$ cat config.mk
export PLATFORM = sky130hd
export DESIGN_NAME = dds_vectoring
export DESIGN_NICKNAME = d
export VERILOG_FILES = /design/src/rtl/dds_pkg.sv /design/src/rtl/dds_vectoring.sv
export SDC_FILE = /design/constraint.sdc
export NUM_CORES = 2
export LEC_CHECK = 0
export BUFFER_PORTS_ARGS = -buffer_cell sky130_fd_sc_hd__buf_4
export CAP_MARGIN = 20
export CORE_ASPECT_RATIO = 0.8
export CORE_MARGIN = 2
export CORE_UTILIZATION = 40
export DETAILED_ROUTE_END_ITERATION = 8
export REMOVE_ABC_BUFFERS = 1
export SLEW_MARGIN = 10
export SYNTH_ARGS = -nofsm -noshare
export SYNTH_HDL_FRONTEND = slang
export SYNTH_SLANG_ARGS = --single-unit
$ cat constraint.sdc
create_clock -name clk -period 8.4 [get_ports clk]
set_clock_uncertainty 0.1 [all_clocks]
set_input_delay 1.26 -clock clk [delete_from_list [all_inputs] [get_ports clk]]
set_output_delay 1.26 -clock clk [all_outputs]
set_load 0.02 [all_outputs]
$ cat src/rtl/dds_pkg.sv
// ----------------------------------------------------------------------------
// Differential drive steering package
// Constants, arctangent table and inter-module types of the steering block.
// ----------------------------------------------------------------------------
package dds_pkg;

    localparam int CORDIC_STAGES = 16;
    localparam int TABLE_LEN     = 24;
    localparam int STAGES        = (CORDIC_STAGES > TABLE_LEN) ? TABLE_LEN : CORDIC_STAGES;

    // Vectoring datapath width, magnitude width, residual angle width, cosine and sine width.
    localparam int VW = 36;
    localparam int XW = 34;
    localparam int RW = 33;
    localparam int CW = 32;

    // Reciprocal of the full-convergence CORDIC gain in Q0.30.
    localparam logic [29:0] INV_GAIN = 30'd652032874;

    localparam logic [15:0] VGAIN_RESET = 16'd256;
    localparam logic [15:0] TGAIN_RESET = 16'd256;

    // Register indexes on the configuration port (selected by paddr[2]).
    localparam logic REG_VGAIN = 1'b0;
    localparam logic REG_TGAIN = 1'b1;

    typedef struct packed {
        logic [XW-1:0] mag_x;
        logic [31:0]   angle;
        logic [15:0]   head;
    } vec_res_t;

    typedef struct packed {
        logic signed [CW-1:0] cos_v;
        logic signed [CW-1:0] sin_v;
        logic                 wide;
        logic [XW-1:0]        mag_x;
    } rot_res_t;

    typedef struct packed {
        logic                 clipped;
        logic signed [15:0]   right_speed;
        logic signed [15:0]   left_speed;
    } wheel_out_t;

    // atan(2^-idx) in 32-bit binary angle units, truncated.
    function automatic logic [31:0] atan_entry(input int idx);
        logic [31:0] r;
        case (idx)
            0:  r = 32'h20000000;
            1:  r = 32'h12E4051D;
            2:  r = 32'h09FB385B;
            3:  r = 32'h051111D4;
            4:  r = 32'h028B0D43;
            5:  r = 32'h0145D7E1;
            6:  r = 32'h00A2F61E;
            7:  r = 32'h00517C55;
            8:  r = 32'h0028BE53;
            9:  r = 32'h00145F2E;
            10: r = 32'h000A2F98;
            11: r = 32'h000517CC;
            12: r = 32'h00028BE6;
            13: r = 32'h000145F3;
            14: r = 32'h0000A2F9;
            15: r = 32'h0000517C;
            16: r = 32'h000028BE;
            17: r = 32'h0000145F;
            18: r = 32'h00000A2F;
            19: r = 32'h00000517;
            20: r = 32'h0000028B;
            21: r = 32'h00000145;
            22: r = 32'h000000A2;
            23: r = 32'h00000051;
            default: r = 32'h00000000;
        endcase
        return r;
    endfunction

endpackage

$ cat src/rtl/dds_vectoring.sv
// ----------------------------------------------------------------------------
// Vectoring CORDIC pipeline
// Turns the desired vector onto the x axis, giving its scaled length and angle.
// ----------------------------------------------------------------------------
module dds_vectoring (
    input  logic               clk,
    input  logic               rst_n,
    input  logic               en,
    input  logic               in_vld,
    input  logic signed [15:0] dir_x,
    input  logic signed [15:0] dir_y,
    input  logic signed [15:0] heading,
    output logic               out_vld,
    output dds_pkg::vec_res_t  out_res
);
    import dds_pkg::*;

    logic signed [VW-1:0] x_reg [0:STAGES];
    logic signed [VW-1:0] y_reg [0:STAGES];
    logic [31:0]          z_reg [0:STAGES];
    logic [15:0]          h_reg [0:STAGES];
    logic                 v_reg [0:STAGES];

    logic signed [VW-1:0] x_in;
    logic signed [VW-1:0] y_in;

    assign x_in = VW'(dir_x) <<< 16;
    assign y_in = VW'(dir_y) <<< 16;

    // A vector pointing left is first turned by a half turn.
    always_ff @(posedge clk)
    begin
        if (en)
        begin
            if (dir_x[15])
            begin
                x_reg[0] <= -x_in;
                y_reg[0] <= -y_in;
                z_reg[0] <= 32'h80000000;
            end
            else
            begin
                x_reg[0] <= x_in;
                y_reg[0] <= y_in;
                z_reg[0] <= 32'h00000000;
            end
            h_reg[0] <= heading;
        end
    end

    always_ff @(posedge clk or negedge rst_n)
    begin
        if (!rst_n)
            v_reg[0] <= 1'b0;
        else if (en)
            v_reg[0] <= in_vld;
    end

    for (genvar i = 0; i < STAGES; i++)
    begin : g_stage
        always_ff @(posedge clk)
        begin
            if (en)
            begin
                if (!y_reg[i][VW-1])
                begin
                    x_reg[i+1] <= x_reg[i] + (y_reg[i] >>> i);
                    y_reg[i+1] <= y_reg[i] - (x_reg[i] >>> i);
                    z_reg[i+1] <= z_reg[i] + atan_entry(i);
                end
                else
                begin
                    x_reg[i+1] <= x_reg[i] - (y_reg[i] >>> i);
                    y_reg[i+1] <= y_reg[i] + (x_reg[i] >>> i);
                    z_reg[i+1] <= z_reg[i] - atan_entry(i);
                end
                h_reg[i+1] <= h_reg[i];
            end
        end

        always_ff @(posedge clk or negedge rst_n)
        begin
            if (!rst_n)
                v_reg[i+1] <= 1'b0;
            else if (en)
                v_reg[i+1] <= v_reg[i];
        end
    end

    assign out_vld       = v_reg[STAGES];
    assign out_res.mag_x = x_reg[STAGES][XW-1:0];
    assign out_res.angle = z_reg[STAGES];
    assign out_res.head  = h_reg[STAGES];

endmodule

==> implementation parameters <==
Parameter                              Value

Drt
  DR DRC count ... 0
  Vias per Instance ... 5.58
  Post-DRT Antenna Nets ... 0
  Vias ... 100449
  Router iterations before antenna repair ... 6
  Total detailed-routing wirelength ... ~350000 um
  Iteration-0 DRC Markers ... 9458
  Wirelength per Cell ... 19.7 um

Synthesis
  Share of the synthesized area in compound gates (AO/OA/AOI/OAI) ... 19.5%
  Share of the yosys chip area belonging to registers ... 39.3%
  Number of distinct standard cells referenced by the synthesized netlist ... 108
  Top cells by area, synth ... sky130_fd_sc_hd__edfxtp_1 (39%), sky130_fd_sc_hd__ha_1 (13%), sky130_fd_sc_hd__xnor2_1 (8.2%)
  Yosys top cell area share ... 39.0%
  Adder-cell area share of the yosys netlist ... roughly 14%
  Xor and xnor fraction of the mapped netlist area ... 12.6%
  Synthesized-area fraction occupied by and/or/nand/nor cells ... between 10% and 20%
  Share of cell area taken by muxes after synthesis ... less than 1%
  Number of enable-type register cells in the synthesized netlist ... roughly 1700
  Leading area contributor after synthesis ... sky130_fd_sc_hd__edfxtp_1
  Post-synthesis cell count ... 13316
  Mapped Area ... 133000 um^2
  Most used DFF post-synth ... sky130_fd_sc_hd__edfxtp_1
  Ys async rst share ... 0.978%
  Flops & latches, synth ... 1739
  Dominant combinational cell family by area after synthesis ... compound AO/OA/AOI/OAI gates
  Avg Synthesized Cell Area ... 9.97 um^2
  Number of warnings printed during yosys synthesis ... 0

Finish
  Filler cell count in the final layout ... roughly 32000
  Utilization after layout ... 43.9%
  Final non-filler cell total ... 17986
  Post-layout net count ... 14905
  Multi-input combinational cell area ... 77400 um^2
  Flip-flop and latch area ... 52100 um^2
  Synth-to-Final Area Change ... 9.35%
  Final std cell area, no fill ... 145000 um^2
  Number of flip-flops under the largest register name ... 529
  Layout cells sized above 1 ... 4.94%

Critical path
  Crit path cell chain ... buf_16 > nand2_1 > inv_1 > buf_4 > a21oi_1 > xor2_1 > ha_1 > o21a_1 > o21ai_0 > nor2_1 > o31ai_1 > a31oi_1 > a21oi_1 > o211ai_1 > o21ai_0 > o21ai_0 > xor2_1
  Crit Reg-Reg Startpoint ... y_reg[13][25]
  Startpoint class of the critical path ... input pin
  Critical-path cell with the highest stage delay ... sky130_fd_sc_hd__nand2_1
  Arr. time, crit path ... ~6.5 ns
  Launching element of the worst setup path ... en
  Critical path type ... input pin to flop
  Required arrival time at the worst endpoint ... approximately 8.9 ns
  Most used cell along the critical path ... sky130_fd_sc_hd__o21ai_0
  Biggest fanout along the worst timing path ... 77
  Number of cells on the worst reg-to-reg path ... 17
  Crit path largest cell delay ... 0.55 ns
  Endpoint kind of the worst setup timing path ... flop

Placed design
  Standard cell area after detailed placement ... 139000 um^2
  Placed instance count ... 17630
  Detailed placement HPWL ... 281000 um
  Global placer's final weighted congestion ... between 0.9 and 1
  Buffers added on ports ... 133

Die
  Rows ... 189
  Number of ports placed on the die boundary ... 135
  Die boundary height ... 519 um
  Die Wd ... 648 um
  Die outline area ... 336000 um^2
  Starting utilization of the core area ... 40.1%
  Core Region ... ~330000 um^2

STA
  Tightest Pin Transition ... 1.04 ns
  Minimum period implied by the final worst setup slack ... around 6.0 ns
  Final setup TNS ... 0 ns
  Slew HR ... between 30% and 40%
  Final setup fails ... 0
  Final Max Tran Viols ... 0
  Period utilization ... roughly 71%
  Max Clock Freq ... around 170 MHz
  RSZ-0062 raised after global routing ... false
  Number of hold violations in the final report ... 0

Global routing
  First-pass GRT wire length ... 546000 um
  Via count of the first global-routing pass ... 91313
  Maximum number of pins on one net before global-route repair ... approximately 170
  GR Overflow Total ... 0
  GRT Overall Usage ... 20.3%
  Number of antenna violations at the first check in global routing ... 9

Status
  Status ... finished clean

CTS
  Hold buffer count at cts ... 0
  CTS Sinks ... 1739
  Clock Pin Slew Worst Setup and Hold Paths ... about 0.060 ns
  Clock buffers created by TritonCTS ... 192
  Maximum level of the CTS H-tree ... 4
  Buffer depth of the longest clock path ... 4
  Post-CTS setup-driven buffer insertion count ... 0
  Root buffer selected by CTS ... sky130_fd_sc_hd__clkbuf_16
  Resized cells post-CTS ... 0
  Worst-skew pair later-pin latency ... 0.94 ns
  CTS tree ... built

Hold path
  Class of the worst hold path ... input pin to asynchronous set/reset pin

Flow run
  Max-cap violations ... 0
-- placed cells by master (no fill, tap or decap), types with 90 or more instances in the layout --
cell type and instances:
sky130_fd_sc_hd__o21a_1 168, sky130_fd_sc_hd__nor2b_1 169, sky130_fd_sc_hd__nand2_1 814, sky130_fd_sc_hd__nand2b_1 197
sky130_fd_sc_hd__and3_1 122, sky130_fd_sc_hd__a211oi_1 99, sky130_fd_sc_hd__nand3_1 216, sky130_fd_sc_hd__o21ai_0 695
sky130_fd_sc_hd__a21oi_1 1330, sky130_fd_sc_hd__nor3_1 250, sky130_fd_sc_hd__ha_1 1383, sky130_fd_sc_hd__nor4_1 90
sky130_fd_sc_hd__edfxtp_1 1722, sky130_fd_sc_hd__a31oi_1 130, sky130_fd_sc_hd__inv_1 521, sky130_fd_sc_hd__o31ai_1 153
sky130_fd_sc_hd__o21bai_1 211, sky130_fd_sc_hd__xnor2_1 1242, sky130_fd_sc_hd__nand4_1 130, sky130_fd_sc_hd__nor2_1 942
sky130_fd_sc_hd__xor2_1 662, sky130_fd_sc_hd__a21o_1 690, sky130_fd_sc_hd__clkbuf_16 196, sky130_fd_sc_hd__buf_4 202
-- path summary, 6_finish.rpt --
kind / to / slack, ns
worst min-delay path: v_reg[15] / 0.08
worst max-delay path: y_reg[11][34] / 2.41
worst min register to register: h_reg[0][184] / 0.23
worst max register to register: x_reg[14][35] / 2.42
min in group clk: h_reg[0][184] / 0.23
max in group asynchronous: v_reg[8] / 7.92
-- per-stage QoR --
stage	setup WS (ns)	hold WS, ns
after floorplan	2.01	0.300
after global placement	1.73	0.300
after detailed placement	1.69	0.305
after CTS	2.53	0.0161
after global routing	1.95	0.0514
final	2.41	0.0789
-- metal layers --
metal | track usage, % | up-vias | share of wire, %
li1 | - | 49808 | -
met1 | 33.0 | 47287 | 52
met2 | 27.6 | 2993 | 39
met3 | 3.56 | 357 | 7.7
met4 | 4.00 | 4 | 1.9
met5 | 0 | - | 0.092
-- cell families (layout without fill, tap and decap cells) --
group           after synthesis  count (layout)
compound gates             4060            4060
xor+xnor                   1904            1904
fa+ha+maj                  1420            1420
buf+inv                     821            1096
flops                      1739            1739
mux                          71              71
other cells                   1               3
simple gates               3300            3300
-- Yosys cell counts, types with 130 or more instances --
cell	n
sky130_fd_sc_hd__o21a_1	168
sky130_fd_sc_hd__nand3_1	216
sky130_fd_sc_hd__clkbuf_1	230
sky130_fd_sc_hd__ha_1	1383
sky130_fd_sc_hd__o21bai_1	211
sky130_fd_sc_hd__o21ai_0	695
sky130_fd_sc_hd__xor2_1	662
sky130_fd_sc_hd__a21oi_1	1330
sky130_fd_sc_hd__xnor2_1	1242
sky130_fd_sc_hd__a21o_1	690
sky130_fd_sc_hd__nor3_1	250
sky130_fd_sc_hd__inv_1	522
sky130_fd_sc_hd__edfxtp_1	1722
sky130_fd_sc_hd__a31oi_1	130
sky130_fd_sc_hd__nand4_1	130
sky130_fd_sc_hd__nand2b_1	197
sky130_fd_sc_hd__o31ai_1	153
sky130_fd_sc_hd__nor2b_1	169
sky130_fd_sc_hd__nor2_1	942
sky130_fd_sc_hd__nand2_1	817
-- final cells by class --
| type | count | share of cell area (%) |
|---|---|---|
| flip-flops and latches | 1739 | 35.9 |
| clock buffers | 234 | 3.51 |
| diodes | 2 | 0.00345 |
| inverters | 533 | 1.38 |
| well taps | 4393 | 3.79 |
| clock inverters | 118 | 0.892 |
| multi-input cells | 10756 | 53.3 |
| repair buffers | 211 | 1.16 |
-- critical path, delay by kind of cell --
family,cells,cell delay (ns)
AO/OA/AOI/OAI,9,2.75
adder cells (fa/ha/maj),1,0.32
XOR/XNOR,2,0.42
AND/OR/NAND/NOR,2,0.65
buffers and inverters,3,0.79
Power is not shown: default switching activity piles up to over one toggle a cycle in this logic, so the estimate is an artifact.
