`config.mk`:
```
export PLATFORM = sky130hd
export DESIGN_NAME = dds_outbuf
export DESIGN_NICKNAME = d
export VERILOG_FILES = /design/src/rtl/dds_pkg.sv /design/src/rtl/dds_outbuf.sv
export SDC_FILE = /design/constraint.sdc
export NUM_CORES = 1
export LEC_CHECK = 0
export BUFFER_PORTS_ARGS = -buffer_cell sky130_fd_sc_hd__buf_2
export CAP_MARGIN = 20
export CORE_ASPECT_RATIO = 2
export CORE_MARGIN = 8
export CORE_UTILIZATION = 40
export CTS_BUF_LIST = sky130_fd_sc_hd__clkbuf_8
export CTS_CLUSTER_DIAMETER = 80
export DETAILED_ROUTE_END_ITERATION = 10
export PLACE_DENSITY = 0.69
export SKIP_CTS_REPAIR_TIMING = 1
export SYNTH_ARGS = -nofsm -noshare
export SYNTH_HDL_FRONTEND = slang
export SYNTH_SLANG_ARGS = --single-unit
```
`constraint.sdc`:
```
create_clock -name clk -period 6.7 [get_ports clk]
set_input_delay 0.335 -clock clk [delete_from_list [all_inputs] [get_ports clk]]
set_output_delay 0.335 -clock clk [all_outputs]
set_load 0.005 [all_outputs]
```
`src/rtl/dds_pkg.sv`:
```
// ----------------------------------------------------------------------------
// Differential drive steering package
// Constants, arctangent table and inter-module types of the steering block.
// ----------------------------------------------------------------------------
package dds_pkg;

    localparam int CORDIC_STAGES = 16;
    localparam int TABLE_LEN     = 24;
    localparam int STAGES        = (CORDIC_STAGES > TABLE_LEN) ? TABLE_LEN : CORDIC_STAGES;

    // Vectoring datapath width, magnitude width, residual angle width, cosine and sine width.
    localparam int VW = 36;
    localparam int XW = 34;
    localparam int RW = 33;
    localparam int CW = 32;

    // Reciprocal of the full-convergence CORDIC gain in Q0.30.
    localparam logic [29:0] INV_GAIN = 30'd652032874;

    localparam logic [15:0] VGAIN_RESET = 16'd256;
    localparam logic [15:0] TGAIN_RESET = 16'd256;

    // Register indexes on the configuration port (selected by paddr[2]).
    localparam logic REG_VGAIN = 1'b0;
    localparam logic REG_TGAIN = 1'b1;

    typedef struct packed {
        logic [XW-1:0] mag_x;
        logic [31:0]   angle;
        logic [15:0]   head;
    } vec_res_t;

    typedef struct packed {
        logic signed [CW-1:0] cos_v;
        logic signed [CW-1:0] sin_v;
        logic                 wide;
        logic [XW-1:0]        mag_x;
    } rot_res_t;

    typedef struct packed {
        logic                 clipped;
        logic signed [15:0]   right_speed;
        logic signed [15:0]   left_speed;
    } wheel_out_t;

    // atan(2^-idx) in 32-bit binary angle units, truncated.
    function automatic logic [31:0] atan_entry(input int idx);
        logic [31:0] r;
        case (idx)
            0:  r = 32'h20000000;
            1:  r = 32'h12E4051D;
            2:  r = 32'h09FB385B;
            3:  r = 32'h051111D4;
            4:  r = 32'h028B0D43;
            5:  r = 32'h0145D7E1;
            6:  r = 32'h00A2F61E;
            7:  r = 32'h00517C55;
            8:  r = 32'h0028BE53;
            9:  r = 32'h00145F2E;
            10: r = 32'h000A2F98;
            11: r = 32'h000517CC;
            12: r = 32'h00028BE6;
            13: r = 32'h000145F3;
            14: r = 32'h0000A2F9;
            15: r = 32'h0000517C;
            16: r = 32'h000028BE;
            17: r = 32'h0000145F;
            18: r = 32'h00000A2F;
            19: r = 32'h00000517;
            20: r = 32'h0000028B;
            21: r = 32'h00000145;
            22: r = 32'h000000A2;
            23: r = 32'h00000051;
            default: r = 32'h00000000;
        endcase
        return r;
    endfunction

endpackage

```
`src/rtl/dds_outbuf.sv`:
```
// ----------------------------------------------------------------------------
// Output register with skid stage
// Holds results for the downstream side and throttles the pipeline.
// ----------------------------------------------------------------------------
module dds_outbuf (
    input  logic                clk,
    input  logic                rst_n,
    input  logic                push,
    input  dds_pkg::wheel_out_t push_data,
    input  logic                out_ready,
    output logic                out_vld,
    output dds_pkg::wheel_out_t out_data,
    output logic                pipe_en
);
    import dds_pkg::*;

    logic       out_vld_reg, skid_vld_reg;
    wheel_out_t out_data_reg, skid_data_reg;
    logic       pop;

    assign pop     = out_vld_reg & out_ready;
    // The pipeline advances only while the skid stage can take one more result.
    assign pipe_en = ~skid_vld_reg;

    always_ff @(posedge clk or negedge rst_n)
    begin
        if (!rst_n)
        begin
            out_vld_reg  <= 1'b0;
            skid_vld_reg <= 1'b0;
        end
        else if (skid_vld_reg)
        begin
            if (pop)
            begin
                skid_vld_reg <= 1'b0;
            end
        end
        else if (push)
        begin
            if (out_vld_reg && !pop)
                skid_vld_reg <= 1'b1;
            else
                out_vld_reg <= 1'b1;
        end
        else if (pop)
        begin
            out_vld_reg <= 1'b0;
        end
    end

    always_ff @(posedge clk)
    begin
        if (skid_vld_reg)
        begin
            if (pop)
                out_data_reg <= skid_data_reg;
        end
        else if (push)
        begin
            if (out_vld_reg && !pop)
                skid_data_reg <= push_data;
            else
                out_data_reg <= push_data;
        end
    end

    assign out_vld  = out_vld_reg;
    assign out_data = out_data_reg;

endmodule

```
==> run_results.csv, run 1 <==
group,metric,value,unit
yosys,synth.avg_cell_area,22.25,um2
yosys,synthMuxAreaShare,17.02,%
worst_setup_path,critPathArrivalTime,2.39,ns
sta,finalHoldViolCount,0,
power_and_ir_drop,power_density,403.4,nW/um2
die,num_io_pins,72,
layout,fillerInstances,543,
routing,detail_route.drc_violations,0,
worst_setup_path,r2r-start,"skid_vld_reg$_DFF_PN0_",
clock_tree,cts_root_buf,"sky130_fd_sc_hd__clkbuf_8",
global_routing,grt_start_max_net_pins,39,
sta,aggregate_negative_setup_slack,0,ns
routing,viasPerCell,4.523,
worst_setup_path,worst-path-stages,2,
routing,route.vias.total,1289,
routing,antenna_left,0,
layout,final_layout_size_suffix_gt1_share,59.80,%
layout,area_delta_synth_final,25.09,%
clock_tree,cts_clock_pin_slew_for_the_worst_setup_and_hold_paths,0.06,ns
die,die_width,72.56,um
clock_tree,clk_latency,0.32,ns
power_and_ir_drop,switching_fraction_of_total_power,25.89,%
yosys,synth_area_leader_cell,"sky130_fd_sc_hd__edfxtp_1",
yosys,yosys.area_share.simple,0.8313,%
worst_setup_path,criticalPathCategory,"reg -> reg",
clock_tree,clock_tree.buffer_depth,2,
sta,fin_crit_sh,36.52,%
global_routing,grt_pass1_vias,1358,
yosys,unique_masters_post_synth,14,
yosys,synth_compound_area_share,0.9291,%
worst_setup_path,critical_path_peak_fanout,38,
yosys,fraction_of_synthesized_cell_area_taken_by_the_top_area_cell_type,77.46,%
yosys,synth_area,2559,um2
worst_setup_path,critPathMaxStageDelay,1.02,ns
power_and_ir_drop,sequentialPowerShare,54.0,%
routing,first_pass_iteration_count_of_the_detailed_router,4,
yosys,largest_family_of_logic_cells_by_synthesized_area,"multiplexers",
worst_setup_path,worst_setup_path_endpoint,"out_data[19]$_DFFE_PP_",
status,run_status,"complete, no violations",
power_and_ir_drop,p_leak,1.244,nW
global_routing,globalRouteTotalUtil,10.26,%
worst_setup_path,rr_endpoint,"out_data[19]$_DFFE_PP_",
layout,antennaDiodeCount,0,
worst_hold_path,worst_hold_path_type,"in -> reg",
clock_tree,tritoncts_num_sinks,68,
sta,setup-violations-final,0,
yosys,synthArstFlopShare,2.941,%
placed_design,gp_congestion,0.7260,
worst_setup_path,timing.critical_path.from_type,"flip-flop",
yosys,synth.ff_latch_count,68,
yosys,syn-instance-count,115,
die,die_h,129.1,um
yosys,synth_xor_area_share,0,%
power_and_ir_drop,netSwitchingPower,0.3343,mW
yosys,synth-edff-count,66,
clock_tree,tritoncts.num_buffers,9,
die,rows,41,
die,total_die_area,9368,um2
global_routing,grt_pass1_wl,6969,um
yosys,ys.warnings.count,0,
placed_design,dp_hpwl,3303,um
yosys,synthFlopType,"sky130_fd_sc_hd__edfxtp_1",
flow_run,drv.max_cap_violation_count,0,
yosys,ys_top_cells_by_count,"sky130_fd_sc_hd__edfxtp_1 (66), sky130_fd_sc_hd__mux2_4 (17), sky130_fd_sc_hd__mux2_2 (16), sky130_fd_sc_hd__buf_6 (3)",
sta,unrepaired_setup_endpoints_after_global_routing,"no",
worst_setup_path,worstPathRequired,6.64,ns
placed_design,port_buffers,71,
worst_setup_path,critPathSlowestCell,"sky130_fd_sc_hd__dfrtp_2",
layout,fin_nets,233,
worst_setup_path,critPathCaptureType,"flip-flop",
yosys,mappedNetlistNets,152,
routing,routedWlPerCell,15.98,um
power_and_ir_drop,power.share.combinational,23.4,%
routing,wirelength,4554,um
worst_setup_path,origin_of_the_worst_setup_path,"skid_vld_reg$_DFF_PN0_",
yosys,synth_adder_area_share,0,%
yosys,ys_top_cells_by_area,"sky130_fd_sc_hd__edfxtp_1 (77%), sky130_fd_sc_hd__mux2_4 (10%), sky130_fd_sc_hd__mux2_2 (7.0%)",
worst_setup_path,worstRegToRegCells,2,
global_routing,globalRoute.totalOverflow,0,
global_routing,grt_antenna_before_repair,0,
worst_setup_path,r2r_setup_slack,4.25,ns
worst_setup_path,crit_buf_inv,0,
sta,worst_slew_pin_slew,1.021,ns
yosys,yosys.cell_count.top_type,"sky130_fd_sc_hd__edfxtp_1",
die,floorplan.initialDensity,40.88,%
sta,final.min_clock_period,2.447,ns
die,core-area,6259,um2
power_and_ir_drop,p_int,0.9567,mW
power_and_ir_drop,clkPwrFrac,22.6,%
sta,drv_slew,0,
routing,drt_iter0_markers,35,
sta,timing.clock.skew,0.005630,ns
sta,slew_headroom,31.72,%
sta,maxClockFrequency,408.7,MHz
sta,hold_slack,0.1968,ns
worst_setup_path,crit_chain,"nand2_1, a2bb2oi_4",
yosys,synth-seq-area-share,79.41,%
power_and_ir_drop,power.ir.vdd_worst,378.1,uV
clock_tree,cts_tree,"done",
worst_setup_path,critPathTopFamily,"flip-flops",
clock_tree,h-tree-depth,3,
## cell type report
type | instances | area (um2) | share of cell area [%]
Sequential cell | 68 | 2033 | 63.53
Tap cell | 86 | 107.6 | 3.362
Clock inverter | 5 | 45.04 | 1.407
Timing Repair Buffer | 74 | 380.4 | 11.88
Multi-Input combinational cell | 41 | 503.0 | 15.72
Inverter | 2 | 7.507 | 0.2346
Clock buffer | 9 | 123.9 | 3.870
## cells in the final DEF, fill, tap and decap left out, drive strengths merged
cell / instances
nor2b: 1
dlygate4sd3: 1
clkbuf: 9
nand2: 1
buf: 73
dfrtp: 2
inv: 2
clkinv: 4
a2bb2oi: 1
a21oi: 2
nand2b: 1
nor3: 1
o21ai: 1
bufinv: 1
mux2: 33
edfxtp: 66
## power groups by stage
stage / sequential, mW / combinational (mW) / clock [mW]
6_report: 0.697 / 0.302 / 0.292
4_1_cts: 0.700 / 0.312 / 0.303
3_3_place_gp: 0.704 / 0.305 / 0
2_1_floorplan: 0.672 / 0.213 / 0
5_1_grt: 0.713 / 0.330 / 0.318
3_5_place_dp: 0.710 / 0.311 / 0
## cells by family (layout without fill, tap and decap cells)
logic type	Yosys count	in the layout
simple gates	4	4
mux	33	33
compound gates	4	4
flops	68	68
buf+inv	6	90
## worst min path at each step
stage / depth (start not counted) / slack [ns] / to / from
6_report: 1 / 0.20 / skid_data_reg[3]$_DFFE_PP_ / push_data[3]
5_1_grt: 1 / 0.18 / skid_data_reg[3]$_DFFE_PP_ / push_data[3]
4_1_cts: 1 / -0.24 / out_vld$_DFFE_PN0P_ / rst_n
3_5_place_dp: 1 / 0.12 / out_vld$_DFFE_PN0P_ / rst_n
3_3_place_gp: 1 / 0.12 / out_vld$_DFFE_PN0P_ / rst_n
2_1_floorplan: 0 / 0.04 / out_vld$_DFFE_PN0P_ / rst_n
## worst reg2reg max path, stage by stage (launching register included)
cell and delay (ns):
sky130_fd_sc_hd__dfrtp_2 1.02, sky130_fd_sc_hd__nand2_1 0.22, sky130_fd_sc_hd__a2bb2oi_4 0.83
## metal layers
metal / vias to the layer above / track usage (%) / wire length [um] / share of wire, %
met4: 0 / 6.057 / 99 / 2.2
met5: - / 0 / 0 / 0
met2: 38 / 16.49 / 2382 / 52
met1: 629 / 10.89 / 1825 / 40
met3: 8 / 4.257 / 247 / 5.4
li1: 614 / - / - / -
## metrics by stage
stage	cells	setup WS [ns]	util, %	power [mW]	cell area (um2)
finish	285	4.253	51.14	1.291	3201
global route	285	4.066	51.14	1.362	3201
CTS	284	4.174	50.98	1.315	3191
detailed placement	270	4.176	48.28	1.020	3022
global placement	270	4.232	48.28	1.009	3022
floorplan	115	3.291	-	0.8852	2559
No activity file was read; power rests on OpenSTA's default activity.
==> inputs of run 2 (changes only) <==
- ABC_AREA: unset -> 1
- PLACE_DENSITY: 0.69 -> 0.71
- clock period: 6.7 -> 2.16 ns (I/O delays scaled with it)
==> run 2 against run 1 <==
Die area up 1.7%. Critical path depth up 2. Critical endpoint is now out_data[11]$_DFFE_PP_. Area after synthesis grew 2.0%. Design area grew 13%.
==> run_results.csv, run 2 <==
group,metric,value,unit
worst_setup_path,worstPathRequired,2.18,ns
yosys,ys.warnings.count,0,
die,die_h,130.2,um
layout,utilization,57.56,%
placed_design,gp_congestion,0.8099,
power_and_ir_drop,power.ir.vdd_worst,767.0,uV
routing,detail_route.wirelength.met1,2040,um
yosys,synth_area_leader_cell,"sky130_fd_sc_hd__edfxtp_1",
die,total_die_area,9523,um2
layout,final_layout_size_suffix_gt1_share,36.45,%
clock_tree,cts_root_buf,"sky130_fd_sc_hd__clkbuf_8",
worst_setup_path,critical_path_peak_fanout,24,
worst_setup_path,critPathSlowestCell,"sky130_fd_sc_hd__dfrtp_1",
worst_setup_path,origin_of_the_worst_setup_path,"skid_vld_reg$_DFF_PN0_",
placed_design,port_buffers,71,
clock_tree,clock_tree.buffer_depth,2,
routing,routedWlPerCell,13.83,um
worst_setup_path,critPathArrivalTime,1.70,ns
routing,dr_wl_met2,3034,um
layout,layout.cells.most_common_list,"sky130_fd_sc_hd__nand2_1 (87), sky130_fd_sc_hd__buf_2 (71), sky130_fd_sc_hd__edfxtp_1 (66)",
sta,fin_crit_sh,77.55,%
sta,maxClockFrequency,597.0,MHz
placed_design,dp_hpwl,4068,um
clock_tree,clk_latency,0.33,ns
yosys,yosys.cell_count.top_type,"sky130_fd_sc_hd__nand2_1",
sta,drv_slew,0,
yosys,unique_masters_post_synth,12,
die,die_width,73.12,um
global_routing,grt_start_max_net_pins,36,
power_and_ir_drop,power_density,1200,nW/um2
power_and_ir_drop,power.share.combinational,25.6,%
yosys,synth-seq-area-share,77.85,%
worst_hold_path,worst_hold_path_type,"in -> reg",
worst_setup_path,critPathCaptureType,"flip-flop",
yosys,synth.ff_latch_count,68,
die,num_io_pins,72,
routing,antenna_left,0,
routing,viasPerCell,4.255,
worst_hold_path,min-delay-start,"out_ready",
clock_tree,cts_tree,"done",
worst_setup_path,crit_chain,"buf_4, nand2_1, a21oi_4, buf_4",
power_and_ir_drop,p_leak,1.566,nW
power_and_ir_drop,switching_fraction_of_total_power,28.71,%
yosys,synth_area,2610,um2
routing,route.vias.total,1685,
clock_tree,tritoncts_num_sinks,68,
layout,fin_nets,342,
power_and_ir_drop,sequentialPowerShare,46.4,%
power_and_ir_drop,clkPwrFrac,28.0,%
layout,layout.cells.most_common,"sky130_fd_sc_hd__nand2_1",
yosys,ys_top_cells_by_area,"sky130_fd_sc_hd__edfxtp_1 (76%), sky130_fd_sc_hd__nand2_1 (13%), sky130_fd_sc_hd__nand2_2 (4.6%)",
global_routing,globalRouteTotalUtil,11.39,%
sta,setup-violations-final,0,
yosys,synth.avg_cell_area,13.74,um2
power_and_ir_drop,p_int,3.107,mW
global_routing,grt_pass1_wl,7941,um
flow_run,drv.max_cap_violation_count,0,
routing,drt_iter0_markers,58,
die,rows,41,
routing,met3RoutedLength,286,um
power_and_ir_drop,netSwitchingPower,1.251,mW
die,core-area,6310,um2
routing,detail_route.drc_violations,0,
yosys,synthFlopType,"sky130_fd_sc_hd__edfxtp_1",
worst_setup_path,critical_path.most_common_cell,"sky130_fd_sc_hd__buf_4",
routing,wirelength,5475,um
sta,aggregate_negative_setup_slack,0,ns
global_routing,grt_pass1_vias,1686,
sta,finalHoldViolCount,0,
routing,first_pass_iteration_count_of_the_detailed_router,4,
worst_setup_path,critPathMaxStageDelay,0.48,ns
yosys,ys_top_cells_by_count,"sky130_fd_sc_hd__nand2_1 (87), sky130_fd_sc_hd__edfxtp_1 (66), sky130_fd_sc_hd__nand2_2 (19), sky130_fd_sc_hd__inv_1 (4), sky130_fd_sc_hd__buf_6 (3)",
yosys,synthArstFlopShare,2.941,%
status,run_status,"complete, no violations",
yosys,fraction_of_synthesized_cell_area_taken_by_the_top_area_cell_type,75.93,%
die,floorplan.initialDensity,41.36,%
layout,antennaDiodeCount,0,
sta,slew_headroom,80.27,%
clock_tree,h-tree-depth,3,
sta,unrepaired_setup_endpoints_after_global_routing,"no",
yosys,mappedNetlistNets,227,
sta,timing.clock.skew,0.006787,ns
sta,final.min_clock_period,1.675,ns
worst_setup_path,r2r-start,"skid_vld_reg$_DFF_PN0_",
global_routing,globalRoute.totalOverflow,0,
yosys,syn-instance-count,190,
worst_setup_path,timing.critical_path.from_type,"flip-flop",
clock_tree,cts_clock_pin_slew_for_the_worst_setup_and_hold_paths,0.07,ns
sta,worst_slew_pin_slew,0.2957,ns
worst_setup_path,criticalPathCategory,"reg -> reg",
yosys,synth-edff-count,66,
clock_tree,tritoncts.num_buffers,9,
layout,area_delta_synth_final,39.17,%
routing,highest_layer,"met4",
global_routing,grt_antenna_before_repair,0,
-- run 2: path summary, 6_finish.rpt --
path	endpoint	depth (start not counted)	slack, ns
max in group asynchronous	out_vld$_DFFE_PN0P_	2	1.98
min reg2reg	out_data[0]$_DFFE_PP_	2	0.52
min in group asynchronous	skid_vld_reg$_DFF_PN0_	2	0.08
min	skid_vld_reg$_DFF_PN0_	4	0.07
max	out_data[11]$_DFFE_PP_	4	0.48
max reg2reg	out_data[11]$_DFFE_PP_	4	0.48
-- run 2: layer usage --
| layer | vias up | global-route usage, % |
|---|---|---|
| li1 | 861 | - |
| met1 | 776 | 10.66 |
| met2 | 41 | 20.24 |
| met3 | 7 | 3.459 |
| met4 | 0 | 7.957 |
| met5 | - | 0 |
-- run 2: area by class of cell --
class	instances	area, um2
Fill cell	511	2678
Multi-Input combinational cell	110	474.2
Timing Repair Buffer	111	753.2
Clock inverter	7	115.1
Tap cell	86	107.6
Sequential cell	68	2032
Inverter	5	26.28
Clock buffer	9	123.9
-- run 2: power groups by stage --
stage | combinational (mW) | clock, mW | sequential, mW
CTS | 1.09 | 1.24 | 2.03
floorplan | 0.694 | 0 | 2.07
global placement | 1.07 | 0 | 2.05
global route | 1.26 | 1.30 | 2.06
finish | 1.12 | 1.22 | 2.02
detailed placement | 1.10 | 0 | 2.05
-- run 2: critical path, delay by kind of cell, from the launching register on --
| kind | cells | cell delay [ns] |
|---|---|---|
| AOI/OAI and AO/OA | 1 | 0.17 |
| DFF | 1 | 0.48 |
| buffers and inverters | 2 | 0.56 |
| and+or+nand+nor | 1 | 0.15 |
-- run 2: kinds of logic (layout without fill, tap and decap cells) --
group / Yosys count / count (layout) / synth area share (%)
AND/OR/NAND/NOR: 109 / 109 / 17.55
AO/OA/AOI/OAI: 1 / 1 / 0.1916
flip-flops: 68 / 68 / 77.85
buffers and inverters: 12 / 132 / 4.410
-- run 2: metrics by stage --
step | setup WS, ns | instance area (um2) | cells | total power [mW] | hold slack [ns]
detailed placement | 0.4740 | 3053 | 346 | 3.149 | -0.09253
global route | 0.3904 | 3632 | 396 | 4.618 | 0.06985
CTS | 0.4643 | 3292 | 362 | 4.367 | -0.4604
global placement | 0.5166 | 3053 | 346 | 3.116 | -0.09475
floorplan | 0.1104 | 2614 | 190 | 2.767 | -0.1876
finish | 0.4850 | 3632 | 396 | 4.358 | 0.06648
